--- config.mk ---
export PLATFORM = sky130hd
export DESIGN_NAME = sorted_priority_task_queue_flat
export DESIGN_NICKNAME = d
export VERILOG_FILES = /design/src/rtl/sptq_pkg.sv /design/src/rtl/sptq_req_if.sv /design/src/rtl/sptq_rsp_if.sv /design/src/rtl/sptq_ctrl.sv /design/src/rtl/sptq_datapath.sv /design/src/rtl/sorted_priority_task_queue.sv /design/src/flat_wrapper.sv
export SDC_FILE = /design/constraint.sdc
export NUM_CORES = 1
export LEC_CHECK = 0
export BUFFER_PORTS_ARGS = -buffer_cell sky130_fd_sc_hd__buf_2
export CAP_MARGIN = 20
export CORE_MARGIN = 2
export CORE_UTILIZATION = 45
export DETAILED_ROUTE_END_ITERATION = 8
export SYNTH_ARGS = -nofsm -noshare
export SYNTH_HDL_FRONTEND = slang
export SYNTH_HIERARCHICAL = 1
export SYNTH_SLANG_ARGS = --single-unit
--- constraint.sdc ---
create_clock -name clock -period 9.4 [get_ports clock]
set_input_delay 0.47 -clock clock [delete_from_list [all_inputs] [get_ports clock]]
set_output_delay 0.47 -clock clock [all_outputs]
set_load 0.02 [all_outputs]
--- src/rtl/sptq_pkg.sv ---
`default_nettype none
package sptq_pkg;

   // default sizes
   localparam int DEPTH_DEFAULT         = 16;
   localparam int PRIORITY_BITS_DEFAULT = 8;
   localparam int TAG_BITS_DEFAULT      = 16;

   // request opcodes
   localparam logic OP_ENQUEUE = 1'b0;
   localparam logic OP_DEQUEUE = 1'b1;

   // response status codes
   localparam logic [1:0] STAT_OK    = 2'd0;
   localparam logic [1:0] STAT_EMPTY = 2'd1;
   localparam logic [1:0] STAT_FULL  = 2'd2;

   // controller to datapath commands
   typedef struct packed {
      logic load_req;
      logic execute;
   } sptq_cmd_type;

endpackage
`default_nettype wire

--- src/rtl/sptq_req_if.sv ---
`default_nettype none
interface sptq_req_if #(
   parameter int PRIORITY_BITS = sptq_pkg::PRIORITY_BITS_DEFAULT,
   parameter int TAG_BITS      = sptq_pkg::TAG_BITS_DEFAULT
);
   logic                     valid;
   logic                     ready;
   logic                     opcode;
   logic [PRIORITY_BITS-1:0] task_priority;
   logic [TAG_BITS-1:0]      task_tag;

   modport source (output valid, opcode, task_priority, task_tag, input ready);
   modport sink   (input valid, opcode, task_priority, task_tag, output ready);
endinterface
`default_nettype wire

--- src/rtl/sptq_rsp_if.sv ---
`default_nettype none
interface sptq_rsp_if #(
   parameter int PRIORITY_BITS = sptq_pkg::PRIORITY_BITS_DEFAULT,
   parameter int TAG_BITS      = sptq_pkg::TAG_BITS_DEFAULT
);
   logic                     valid;
   logic                     ready;
   logic [PRIORITY_BITS-1:0] out_priority;
   logic [TAG_BITS-1:0]      out_tag;
   logic                     out_valid;
   logic [1:0]               status;
   logic                     is_empty;
   logic                     is_full;

   modport source (output valid, out_priority, out_tag, out_valid, status, is_empty,
                   is_full, input ready);
   modport sink   (input valid, out_priority, out_tag, out_valid, status, is_empty,
                   is_full, output ready);
endinterface
`default_nettype wire

--- src/rtl/sptq_ctrl.sv ---
`default_nettype none
module sptq_ctrl (
   input  wire logic                  clock,
   input  wire logic                  reset,
   input  wire logic                  req_valid,
   output logic                       req_ready,
   output logic                       rsp_valid,
   input  wire logic                  rsp_ready,
   output sptq_pkg::sptq_cmd_type     cmd
);
   import sptq_pkg::*;

   localparam logic ST_IDLE = 1'b0;
   localparam logic ST_EXEC = 1'b1;

   logic state_ff, state_in;
   logic rsp_valid_ff, rsp_valid_in;
   logic out_free;

   // output register can take a new response
   assign out_free  = !rsp_valid_ff || rsp_ready;
   assign req_ready = (state_ff == ST_IDLE);
   assign rsp_valid = rsp_valid_ff;

   // commands to the datapath
   always_comb begin
      cmd.load_req = req_valid && req_ready;
      cmd.execute  = (state_ff == ST_EXEC) && out_free;
   end

   // next state
   always_comb begin
      state_in = state_ff;
      unique case (state_ff)
         ST_IDLE: begin
            if (cmd.load_req) state_in = ST_EXEC;
         end
         ST_EXEC: begin
            if (cmd.execute) state_in = ST_IDLE;
         end
         default: begin
            state_in = ST_IDLE;
         end
      endcase
   end

   // response valid flag
   always_comb begin
      if (cmd.execute) begin
         rsp_valid_in = 1'b1;
      end else if (rsp_ready) begin
         rsp_valid_in = 1'b0;
      end else begin
         rsp_valid_in = rsp_valid_ff;
      end
   end

   always_ff @(posedge clock) begin
      if (reset) begin
         state_ff     <= ST_IDLE;
         rsp_valid_ff <= 1'b0;
      end else begin
         state_ff     <= state_in;
         rsp_valid_ff <= rsp_valid_in;
      end
   end
endmodule
`default_nettype wire

--- src/rtl/sptq_datapath.sv ---
`default_nettype none
module sptq_datapath #(
   parameter int DEPTH         = sptq_pkg::DEPTH_DEFAULT,
   parameter int PRIORITY_BITS = sptq_pkg::PRIORITY_BITS_DEFAULT,
   parameter int TAG_BITS      = sptq_pkg::TAG_BITS_DEFAULT
) (
   input  wire logic                     clock,
   input  wire logic                     reset,
   input  wire sptq_pkg::sptq_cmd_type   cmd,
   input  wire logic                     req_opcode,
   input  wire logic [PRIORITY_BITS-1:0] req_priority,
   input  wire logic [TAG_BITS-1:0]      req_tag,
   output logic [PRIORITY_BITS-1:0]      rsp_priority,
   output logic [TAG_BITS-1:0]           rsp_tag,
   output logic                          rsp_out_valid,
   output logic [1:0]                    rsp_status,
   output logic                          rsp_is_empty,
   output logic                          rsp_is_full
);
   import sptq_pkg::*;

   localparam int CNT_W = $clog2(DEPTH + 1);

   // captured request
   logic                     op_ff;
   logic [PRIORITY_BITS-1:0] pri_ff;
   logic [TAG_BITS-1:0]      tag_ff;

   // sorted entry chain, slot 0 is the front
   logic [PRIORITY_BITS-1:0] ent_pri_ff [DEPTH];
   logic [TAG_BITS-1:0]      ent_tag_ff [DEPTH];
   logic [CNT_W-1:0]         count_ff, count_in;

   logic [DEPTH-1:0] stays;
   logic             full, empty, do_enq, do_deq;

   // output register
   logic [PRIORITY_BITS-1:0] out_pri_ff, out_pri_in;
   logic [TAG_BITS-1:0]      out_tag_ff, out_tag_in;
   logic                     out_valid_ff, out_valid_in;
   logic [1:0]               status_ff, status_in;
   logic                     empty_ff, full_ff;

   // request capture
   always_ff @(posedge clock) begin
      if (cmd.load_req) begin
         op_ff  <= req_opcode;
         pri_ff <= req_priority;
         tag_ff <= req_tag;
      end
   end

   assign full   = (count_ff == CNT_W'(DEPTH));
   assign empty  = (count_ff == '0);
   assign do_enq = cmd.execute && (op_ff == OP_ENQUEUE) && !full;
   assign do_deq = cmd.execute && (op_ff == OP_DEQUEUE) && !empty;

   // per slot: occupied entry that ranks ahead of the new one
   genvar i;
   generate
      for (i = 0; i < DEPTH; i++) begin : g_slot
         assign stays[i] = (count_ff > CNT_W'(i)) && (ent_pri_ff[i] >= pri_ff);

         // slot update: keep, take new entry, shift back or shift forward
         if (i == 0) begin : g_front
            always_ff @(posedge clock) begin
               if (do_enq && !stays[i]) begin
                  ent_pri_ff[i] <= pri_ff;
                  ent_tag_ff[i] <= tag_ff;
               end else if (do_deq && (DEPTH > 1)) begin
                  ent_pri_ff[i] <= ent_pri_ff[i+1];
                  ent_tag_ff[i] <= ent_tag_ff[i+1];
               end
            end
         end else if (i == DEPTH - 1) begin : g_tail
            always_ff @(posedge clock) begin
               if (do_enq && !stays[i]) begin
                  if (stays[i-1]) begin
                     ent_pri_ff[i] <= pri_ff;
                     ent_tag_ff[i] <= tag_ff;
                  end else begin
                     ent_pri_ff[i] <= ent_pri_ff[i-1];
                     ent_tag_ff[i] <= ent_tag_ff[i-1];
                  end
               end
            end
         end else begin : g_mid
            always_ff @(posedge clock) begin
               if (do_enq && !stays[i]) begin
                  if (stays[i-1]) begin
                     ent_pri_ff[i] <= pri_ff;
                     ent_tag_ff[i] <= tag_ff;
                  end else begin
                     ent_pri_ff[i] <= ent_pri_ff[i-1];
                     ent_tag_ff[i] <= ent_tag_ff[i-1];
                  end
               end else if (do_deq) begin
                  ent_pri_ff[i] <= ent_pri_ff[i+1];
                  ent_tag_ff[i] <= ent_tag_ff[i+1];
               end
            end
         end
      end
   endgenerate

   // fill count
   always_comb begin
      priority if (do_enq) begin
         count_in = count_ff + CNT_W'(1);
      end else if (do_deq) begin
         count_in = count_ff - CNT_W'(1);
      end else begin
         count_in = count_ff;
      end
   end

   always_ff @(posedge clock) begin
      if (reset) begin
         count_ff <= '0;
      end else begin
         count_ff <= count_in;
      end
   end

   // response fields
   always_comb begin
      out_pri_in   = '0;
      out_tag_in   = '0;
      out_valid_in = 1'b0;
      status_in    = STAT_OK;
      priority if (do_deq) begin
         out_pri_in   = ent_pri_ff[0];
         out_tag_in   = ent_tag_ff[0];
         out_valid_in = 1'b1;
      end else if (op_ff == OP_DEQUEUE) begin
         status_in = STAT_EMPTY;
      end else if (full) begin
         status_in = STAT_FULL;
      end
   end

   always_ff @(posedge clock) begin
      if (cmd.execute) begin
         out_pri_ff   <= out_pri_in;
         out_tag_ff   <= out_tag_in;
         out_valid_ff <= out_valid_in;
         status_ff    <= status_in;
         empty_ff     <= (count_in == '0);
         full_ff      <= (count_in == CNT_W'(DEPTH));
      end
   end

   assign rsp_priority  = out_pri_ff;
   assign rsp_tag       = out_tag_ff;
   assign rsp_out_valid = out_valid_ff;
   assign rsp_status    = status_ff;
   assign rsp_is_empty  = empty_ff;
   assign rsp_is_full   = full_ff;
endmodule
`default_nettype wire

--- src/rtl/sorted_priority_task_queue.sv ---
// Sorted priority queue of tasks.
// req channel: opcode (enqueue or dequeue), task_priority, task_tag.
// rsp channel: one response per request with the dequeued priority and tag
// (zero when nothing leaves), out_valid, status (ok, dequeue on empty,
// enqueue on full) and the empty and full flags after the request.
// Entries sit in a chain of registers kept sorted, highest priority at the
// front; equal priorities leave in arrival order. An enqueue compares the new
// priority against every slot at once and shifts the tail back by one slot;
// a dequeue shifts the whole chain forward by one slot.
// The request is registered at the accepting edge; the chain and the output
// register are updated together once the output register is free.
// A new request is taken only after the last one has updated the chain;
// one request is in flight at a time.
// When rsp is stalled the response holds and the pending request waits in
// the update stage until the output register frees up.
// Reset empties the queue (fill count to zero) and drops any response.
`default_nettype none
module sorted_priority_task_queue #(
   parameter int DEPTH         = sptq_pkg::DEPTH_DEFAULT,
   parameter int PRIORITY_BITS = sptq_pkg::PRIORITY_BITS_DEFAULT,
   parameter int TAG_BITS      = sptq_pkg::TAG_BITS_DEFAULT
) (
   input wire logic  clock,
   input wire logic  reset,
   sptq_req_if.sink  req,
   sptq_rsp_if.source rsp
);
   import sptq_pkg::*;

   sptq_cmd_type cmd;

   // control
   sptq_ctrl u_ctrl (
      .clock     (clock),
      .reset     (reset),
      .req_valid (req.valid),
      .req_ready (req.ready),
      .rsp_valid (rsp.valid),
      .rsp_ready (rsp.ready),
      .cmd       (cmd)
   );

   // entry chain and output register
   sptq_datapath #(
      .DEPTH         (DEPTH),
      .PRIORITY_BITS (PRIORITY_BITS),
      .TAG_BITS      (TAG_BITS)
   ) u_datapath (
      .clock         (clock),
      .reset         (reset),
      .cmd           (cmd),
      .req_opcode    (req.opcode),
      .req_priority  (req.task_priority),
      .req_tag       (req.task_tag),
      .rsp_priority  (rsp.out_priority),
      .rsp_tag       (rsp.out_tag),
      .rsp_out_valid (rsp.out_valid),
      .rsp_status    (rsp.status),
      .rsp_is_empty  (rsp.is_empty),
      .rsp_is_full   (rsp.is_full)
   );
endmodule
`default_nettype wire

--- src/flat_wrapper.sv ---
// flat-port wrapper written by rule: the top's interface ports become plain ports
module sorted_priority_task_queue_flat import sptq_pkg::*;
#(
   parameter int DEPTH         = sptq_pkg::DEPTH_DEFAULT,
   parameter int PRIORITY_BITS = sptq_pkg::PRIORITY_BITS_DEFAULT,
   parameter int TAG_BITS      = sptq_pkg::TAG_BITS_DEFAULT
)
  (clock, reset, req_valid, req_opcode, req_task_priority, req_task_tag, req_ready, rsp_valid, rsp_out_priority, rsp_out_tag, rsp_out_valid, rsp_status, rsp_is_empty, rsp_is_full, rsp_ready);
  sptq_req_if #(.PRIORITY_BITS(PRIORITY_BITS), .TAG_BITS(TAG_BITS)) req_i ();
  sptq_rsp_if #(.PRIORITY_BITS(PRIORITY_BITS), .TAG_BITS(TAG_BITS)) rsp_i ();
  input wire logic clock;
  input wire logic reset;
  input wire logic [$bits(req_i.valid)-1:0] req_valid;
  input wire logic [$bits(req_i.opcode)-1:0] req_opcode;
  input wire logic [$bits(req_i.task_priority)-1:0] req_task_priority;
  input wire logic [$bits(req_i.task_tag)-1:0] req_task_tag;
  output wire logic [$bits(req_i.ready)-1:0] req_ready;
  output wire logic [$bits(rsp_i.valid)-1:0] rsp_valid;
  output wire logic [$bits(rsp_i.out_priority)-1:0] rsp_out_priority;
  output wire logic [$bits(rsp_i.out_tag)-1:0] rsp_out_tag;
  output wire logic [$bits(rsp_i.out_valid)-1:0] rsp_out_valid;
  output wire logic [$bits(rsp_i.status)-1:0] rsp_status;
  output wire logic [$bits(rsp_i.is_empty)-1:0] rsp_is_empty;
  output wire logic [$bits(rsp_i.is_full)-1:0] rsp_is_full;
  input wire logic [$bits(rsp_i.ready)-1:0] rsp_ready;
  assign req_i.valid = req_valid;
  assign req_i.opcode = req_opcode;
  assign req_i.task_priority = req_task_priority;
  assign req_i.task_tag = req_task_tag;
  assign req_ready = req_i.ready;
  assign rsp_valid = rsp_i.valid;
  assign rsp_out_priority = rsp_i.out_priority;
  assign rsp_out_tag = rsp_i.out_tag;
  assign rsp_out_valid = rsp_i.out_valid;
  assign rsp_status = rsp_i.status;
  assign rsp_is_empty = rsp_i.is_empty;
  assign rsp_is_full = rsp_i.is_full;
  assign rsp_i.ready = rsp_ready;
  sorted_priority_task_queue #(.DEPTH(DEPTH), .PRIORITY_BITS(PRIORITY_BITS), .TAG_BITS(TAG_BITS)) u_core (.clock(clock), .reset(reset), .req(req_i), .rsp(rsp_i));
endmodule
==> parameters.txt, run 1 <==
Parameter                              Value

Flow run
  Max-Cap Viols    0

Routing
  Total length of routed wires    roughly 65,000 um
  Detailed route wirelength on metal2    roughly 33,000 um
  Number of vias per cell    roughly 6.4
  Met3 wire length    roughly 3100 um
  Final ANT Viol Nets    0
  Total DRC errors in the routed layout    0
  DR top layer    met4
  DRT iter0 DRCs    ~1,600
  DRT Pass-1 Iters    7
  Wire per inst    24.66 um
  Wire length the detailed router placed on met1    around 28,000 um
  Vias    ~17,000

STA
  Slew Viols, Final    0
  Headroom to the max-slew limit    24.29%
  Setup TNS Final    0 ns
  Final setup slack of the worst path    4.822 ns
  Worst Max-Slew Pin Slew    approximately 1.1 ns
  Final Hold Viols    0
  Setup violation total in the final timing report    0
  RSZ-0062 raised after global routing    false
  Fmax    between 0.2 and 0.25 GHz
  Crit path time final    between 4 and 5 ns
  Final Cycle Share    between 40% and 50%
  Final setup skew    roughly 0.016 ns

Pwr
  Clk pwr share    between 30 and 40%
  Power Internal    0.003694 W
  Leakage    approximately 9.3 nW
  Power share of the combinational group    about an eighth
  Total power density per cell area    ~190 nW/um2
  Worst supply voltage drop on vdd    about 0.00012 V
  Part of the total power dissipated in sequential elements    between 40 and 50%
  Net switching fraction of the power    about a quarter
  Net Sw Power    between 0.001 and 0.0015 W

Cells and area
  Most common cell after layout, fill and taps aside    edfxtp_1
  Number of inserted diodes    0
  Area delta synth->final    11.14%
  Fraction of final layout cells sized beyond drive strength 1    12.99%
  Most frequent cells in the layout    edfxtp_1, nand2_1, a221o_1, a21oi_1, ha_1
  Final-stage net count    between 2,000 and 2,500
  Final standard cell area without fillers    roughly 26,000 um2

Clock tree
  Clock transition at the register clock pins on the worst setup and hold paths after CTS    about 0.06 ns
  CTS Hold Buffers Added    0
  CTS tree    done
  Root buf cell    clkbuf_16
  Resize count post-CTS    0
  Buffers inserted by post-CTS timing repair    0
  Total clock buffers created by CTS    50
  Buffer levels on the longest clock path    3
  # H-tree levels    2
  Clock sink count    445
  Later-pin clock latency in the skew report    ~0.60 ns

Synthesis
  Share of synthesized flip-flops with an asynchronous set or reset    0%
  Synthesized instance count    between 1,500 and 2,000
  Post-Synthesis Net Count    around 2,100
  Mean post-synth cell area    about 12 um2
  EDFF count, synth    between 400 and 500
  Post-synthesis instance area    between 20,000 and 25,000 um2
  Yosys warning count    6
  Sequential area share after synthesis    between 50% and 60%
  Netlist cell types    71
  Primary FF master, synth    edfxtp_1
  #FFs+latches synth    about 450

Setup path
  Endpoint of the worst setup timing path    u_core/u_datapath/ent_pri_ff[0][19]
  Startpoint of the worst-slack reg-to-reg timing path    u_core/u_ctrl/rsp_valid
  Buffering stage count on the worst path with inverters included    3
  Crit Path Class    flip-flop to flip-flop
  Cell type of the slowest stage on the worst timing path    buf_12
  Sequence of cells on the critical path    nand2b_1, and2_2, nand3_4, inv_8, buf_12, a21oi_1, buf_4, a221o_1
  Count of cell instances traversed by the critical path    8
  Maximum fanout encountered on the critical timing path    roughly 240
  Critical path launch point type    flip-flop
  Critical path's top delay family    buffers and inverters
  End of the worst register-to-register path    u_core/u_datapath/ent_pri_ff[0][19]
  Arr. time, crit path    4.92 ns
  Register-to-register path setup slack    4.82 ns
  Crit path capture type    flip-flop
  Critical path required time    9.74 ns
  Startpoint of the most critical setup path    u_core/u_ctrl/rsp_valid
  Max incr delay on CP    0.78 ns
  Worst reg-to-reg path cell count    8

Hold path
  Start point of the worst hold path    req_task_priority[3]
  Worst hold-check path type    input port to flip-flop

Placement
  Weighted congestion reported at the end of routability-driven placement    0.8333
  Post-place instance area    around 24,000 um2
  Hpwl dp    ~44,000 um
  Quantity of I/O buffers inserted on ports    between 50 and 60
  Pre-CTS worst setup slack    4.675 ns

Floorplan
  Starting density of the core    roughly 46%
  Width of the die    232.6 um
  Die ar.    54,110 um2
  Number of core rows    83
  Core outline area    51,510 um2
  Vertical die dimension    between 200 and 250 um
  Top-Level Pins    60

GRT
  Number of antenna violations at the first check in global routing    0
  Number of global-route vias before repair    around 17,000
  Aggregate global-route resource usage    a little under a quarter
  Wire length of the first global-routing pass    between 100,000 and 150,000 um
  Pin count of the biggest net entering global routing    ~240
  Aggregate global routing overflow    0

Outcome
  Result of the run    completed
-- worst min path at each step --
stage | slack, ns | depth (start not counted) | endpoint
finish | 0.04 | 1 | u_core/u_datapath/pri_ff[3]
global route | 0.03 | 1 | u_core/u_datapath/pri_ff[1]
CTS | 0.01 | 1 | u_core/u_datapath/pri_ff[3]
detailed placement | 0.52 | 2 | u_core/u_ctrl/state_ff
global placement | 0.49 | 2 | u_core/u_ctrl/rsp_valid
floorplan | 0.51 | 2 | u_core/u_datapath/ent_tag_ff[0][14]
-- worst reg2reg max path, stage by stage, from the launching register on --
cell	delay, ns
dfxtp_1	0.31
nand2b_1	0.10
and2_2	0.69
nand3_4	0.46
inv_8	0.71
buf_12	0.96
a21oi_1	0.52
buf_4	0.28
a221o_1	0.30
-- per-stage QoR --
stage,total power [W],hold slack [ns],util [%],std cells
2_1_floorplan,0.002866,0.5095,-,1942
4_1_cts,0.005018,0.009542,50.45,2644
6_report,0.004988,0.04467,50.75,2651
3_3_place_gp,0.003045,0.4932,47.28,2551
3_5_place_dp,0.003072,0.5165,47.37,2554
5_1_grt,0.005169,0.02817,50.75,2651
-- cells in the mapped netlist, drive strengths merged, types with 20 or more instances --
cell type | n | share of area [%]
inv | 41 | 0.65
mux2 | 48 | 2.3
a32oi | 40 | 1.5
a22oi | 20 | 0.64
nand2 | 214 | 3.4
and2 | 45 | 1.2
and3 | 66 | 1.8
nand3 | 37 | 0.81
clkbuf | 111 | 1.8
edfxtp | 438 | 56
a221o | 190 | 8.1
ha | 134 | 7.1
o21ai | 89 | 1.9
nor2 | 44 | 0.70
a211oi | 22 | 0.70
o211ai | 54 | 1.7
buf | 55 | 1.3
a21oi | 154 | 3.3
-- flip-flops by register name, indices dropped and copies added, names as in the netlist, 2 cells and up --
register                        cells
u_core/u_datapath/rsp_priority      8
u_core/u_datapath/tag_ff           16
u_core/u_datapath/pri_ff            8
u_core/u_datapath/rsp_tag          16
u_core/u_datapath/count_ff          5
u_core/u_datapath/ent_pri_ff      128
u_core/u_datapath/ent_tag_ff      256
u_core/u_datapath/rsp_status        2
-- power by group through the flow --
stage                     clock, W  sequential [W]  combinational, W
after global routing       0.00205         0.00244          0.000677
final                      0.00194         0.00243          0.000613
after CTS                  0.00198         0.00244          0.000599
after floorplan                  0         0.00244          0.000427
after detailed placement         0         0.00248          0.000597
after global placement           0         0.00248          0.000568
-- layer usage --
metal | up-vias | GRT usage, %
li1 | 7763 | -
met1 | 8687 | 31.80
met2 | 543 | 41.49
met3 | 96 | 2.377
met4 | 0 | 7.484
met5 | - | 0
-- area by class of cell --
class | instances | area, um2
tap | 680 | 850.8
fill | 4558 | 25370
sequential | 445 | 13290
inverter | 41 | 161.4
clock inverter | 29 | 270.3
clock buffer | 61 | 1314
timing repair buffer | 105 | 784.5
multi-input combinational | 1290 | 9469
-- kinds of logic (layout without fill, tap and decap cells) --
kind of cell,Yosys count,after routing,share of synthesized area (%)
xor+xnor,3,3,0.1117
buf+inv,207,236,3.740
simple gates,454,454,9.235
mux,56,56,2.638
flops,445,445,56.51
fa+ha+maj,134,134,7.128
compound gates,643,643,20.63
No activity file was read; power rests on OpenSTA's default activity.
==> run 2, diff against run 1 <==
--- a/config.mk
+++ b/config.mk
@@ -5,6 +5,7 @@
 export SDC_FILE = /design/constraint.sdc
 export NUM_CORES = 1
 export LEC_CHECK = 0
+export ABC_AREA = 1
 export BUFFER_PORTS_ARGS = -buffer_cell sky130_fd_sc_hd__buf_2
 export CAP_MARGIN = 20
 export CORE_MARGIN = 2
==> constraint.sdc (replaced) <==
create_clock -name clock -period 4.2 [get_ports clock]
set_input_delay 0.21 -clock clock [delete_from_list [all_inputs] [get_ports clock]]
set_output_delay 0.21 -clock clock [all_outputs]
set_load 0.02 [all_outputs]
==> run 2 against run 1 <==
  * Setup slack worse by 4.2 ns
  * Combinational power rose to 3.6 times the previous value
  * Critical path type unchanged
  * Non-clock buffer count up 69
==> parameters.txt, run 2 <==
Parameter                              Value

Setup path
  Maximum fanout encountered on the critical timing path    24
  Register-to-register path setup slack    just under 0.6 ns
  Sequence of cells on the critical path    clkinv_1, buf_4, ha_1, nand2_1, inv_1, nor2_1, o21a_1, nand2_1, nand2_2, nand3_2, nand3_1, nand3_1
  Critical path required time    around 4.5 ns
  End of the worst register-to-register path    u_core/u_datapath/ent_pri_ff[1][23]
  Critical path launch point type    flip-flop
  Startpoint of the most critical setup path    u_core/u_datapath/pri_ff[7]
  Endpoint of the worst setup timing path    u_core/u_datapath/ent_pri_ff[1][23]
  Crit Path Class    flip-flop to flip-flop
  Buffering stage count on the worst path with inverters included    3
  Max incr delay on CP    between 0.5 and 0.6 ns
  Worst reg-to-reg path cell count    12
  Critical path's top delay family    simple AND/OR/NAND/NOR gates
  Crit path capture type    flip-flop
  Arr. time, crit path    approximately 4.0 ns
  Startpoint of the worst-slack reg-to-reg timing path    u_core/u_datapath/pri_ff[7]
  Count of cell instances traversed by the critical path    12
  Cell type of the slowest stage on the worst timing path    edfxtp_1

STA
  Crit path time final    around 3.6 ns
  Setup TNS Final    0 ns
  RSZ-0062 raised after global routing    false
  Final Hold Viols    0
  Final hold slack    ~0.31 ns
  Worst Max-Slew Pin Slew    between 0.8 and 0.9 ns
  Final Cycle Share    a little under nine tenths
  Headroom to the max-slew limit    41.73%
  Final setup skew    0.01735 ns
  Setup violation total in the final timing report    0
  Fmax    0.2761 GHz
  Slew Viols, Final    0

Synthesis
  Netlist cell types    38
  Post-synthesis instance area    26,950 um2
  Primary FF master, synth    edfxtp_1
  Leading cell type by number of instances after synthesis    nand2_1
  Mean post-synth cell area    approximately 8.4 um2
  Top cell type's share of synthesized area    about half
  Area leader, netlist    edfxtp_1
  Yosys warning count    6
  Biggest area contributors in the synthesized netlist    edfxtp_1, nand2_1, nand3_1
  #FFs+latches synth    roughly 450
  Share of synthesized flip-flops with an asynchronous set or reset    0%
  Sequential area share after synthesis    49.32%
  EDFF count, synth    438
  Post-Synthesis Net Count    around 3,400
  Synth top cells by count    nand2_1, nand3_1, edfxtp_1
  Synthesized instance count    ~3,200

GRT
  Pin count of the biggest net entering global routing    149
  Number of global-route vias before repair    between 20,000 and 25,000
  Aggregate global-route resource usage    around a quarter
  Wire length of the first global-routing pass    ~120,000 um
  Number of antenna violations at the first check in global routing    0
  Aggregate global routing overflow    0

Pwr
  Leakage    around 13 nW
  Worst supply voltage drop on vdd    about 0.00027 V
  Part of the total power dissipated in sequential elements    a little under half
  Overall power    0.01210 W
  Net Sw Power    roughly 0.0036 W
  Clk pwr share    a little over a third
  Total power density per cell area    408.4 nW/um2
  Net switching fraction of the power    29.61%
  Power share of the combinational group    around 19%
  Power Internal    between 0.008 and 0.009 W

Clock tree
  Later-pin clock latency in the skew report    between 0.6 and 0.7 ns
  Buffer levels on the longest clock path    3
  Total clock buffers created by CTS    51
  Clock sink count    445
  # H-tree levels    2
  Buffers inserted by post-CTS timing repair    0
  CTS tree    done
  Clock transition at the register clock pins on the worst setup and hold paths after CTS    approximately 0.06 ns
  Root buf cell    clkbuf_16

Cells and area
  Registers with the most flip-flops    u_core/u_datapath/ent_tag_ff (256), u_core/u_datapath/ent_pri_ff (128)
  Area delta synth->final    9.926%
  Register bank with the most flops    u_core/u_datapath/ent_tag_ff
  Fraction of final layout cells sized beyond drive strength 1    8.151%
  Number of flip-flops under the largest register name    around 260
  Most frequent cells in the layout    nand2_1, nand3_1, edfxtp_1, inv_1, nand4_1
  Final standard cell area without fillers    29,630 um2
  Final-stage net count    around 3,400
  Number of inserted diodes    0
  Final Core Density    50.10%
  Most common cell after layout, fill and taps aside    nand2_1

Routing
  Final ANT Viol Nets    0
  Vias    ~22,000
  Wire per inst    19.32 um
  DRT iter0 DRCs    between 2,000 and 3,000
  Total length of routed wires    approximately 78,000 um
  Total DRC errors in the routed layout    0
  DRT Pass-1 Iters    7
  Number of vias per cell    5.576

Placement
  Weighted congestion reported at the end of routability-driven placement    0.9059
  Quantity of I/O buffers inserted on ports    between 50 and 60
  Hpwl dp    ~55,000 um
  Post-place instance area    around 28,000 um2

Floorplan
  Core outline area    around 59,000 um2
  Die ar.    61,860 um2
  Number of core rows    a little under 90
  Vertical die dimension    between 200 and 250 um
  Starting density of the core    a little under half
  Top-Level Pins    60
  Width of the die    approximately 250 um

Hold path
  Worst hold-check path type    input port to flip-flop

Outcome
  Result of the run    completed

Flow run
  Max-Cap Viols    0
## run 2: worst min path at each step
stage / start / endpoint / slack, ns / cells past startpoint
floorplan: reset / u_core/u_ctrl/rsp_valid / 0.28 / 1
global placement: req_task_priority[0] / u_core/u_datapath/pri_ff[0] / 0.39 / 1
detailed placement: req_task_tag[13] / u_core/u_datapath/tag_ff[13] / 0.39 / 1
CTS: req_task_tag[0] / u_core/u_datapath/tag_ff[0] / 0.28 / 2
global route: req_task_tag[12] / u_core/u_datapath/tag_ff[12] / 0.31 / 2
finish: req_task_tag[4] / u_core/u_datapath/tag_ff[4] / 0.31 / 2
## run 2: layout make-up
class | instances | area, um2
multi-input cells | 2201 | 11250
clock buffers | 62 | 1339
inverters | 334 | 1274
fillers | 5606 | 29500
repair buffers | 174 | 1319
clock inverters | 23 | 187.7
well taps | 773 | 967.2
flip-flops and latches | 445 | 13290
## run 2: kinds of logic after synthesis
| group | count (synthesis) | synth area share [%] |
|---|---|---|
| DFF | 445 | 49.32 |
| buffers and inverters | 563 | 9.071 |
| adders and majority gates | 134 | 6.221 |
| AOI/OAI and AO/OA | 145 | 3.268 |
| xor gates and xnor gates | 1 | 0.03250 |
| and+or+nand+nor | 1921 | 32.08 |
## run 2: per-layer routing
layer  GRT usage, %  wire length, um
met1          35.24            34880
met2          39.66            35570
met5              0                0
met3          2.957             5266
met4          6.251             1808
## run 2: worst reg2reg max path: stages, from the launching register on
cell and delay [ns]:
edfxtp_1 0.58, clkinv_1 0.43, buf_4 0.35, ha_1 0.34, nand2_1 0.07, inv_1 0.04, nor2_1 0.09, o21a_1 0.13
nand2_1 0.07, nand2_2 0.36, nand3_2 0.58, nand3_1 0.24, nand3_1 0.10
## run 2: power by group through the flow
stage          registers (W)  logic [W]  clock network, W
2_1_floorplan        0.00567    0.00155                 0
3_3_place_gp         0.00570    0.00213                 0
3_5_place_dp         0.00572    0.00219                 0
4_1_cts              0.00563    0.00223           0.00433
5_1_grt              0.00567    0.00251           0.00449
6_report             0.00563    0.00223           0.00423
## run 2: through the flow
stage | worst slack [ns] | instances
after floorplan | 0.6884 | 3209
after global placement | 0.7853 | 3898
after detailed placement | 0.6811 | 3898
after CTS | 0.6450 | 4012
after global routing | 0.3251 | 4012
final | 0.5782 | 4012
## run 2: what timing repair did
| item | CTS | global route |
|---|---|---|
| endpoints found under the hold margin | 33 | 0 |
| hold buffers | 29 | 0 |
| resized for setup | 0 | 0 |
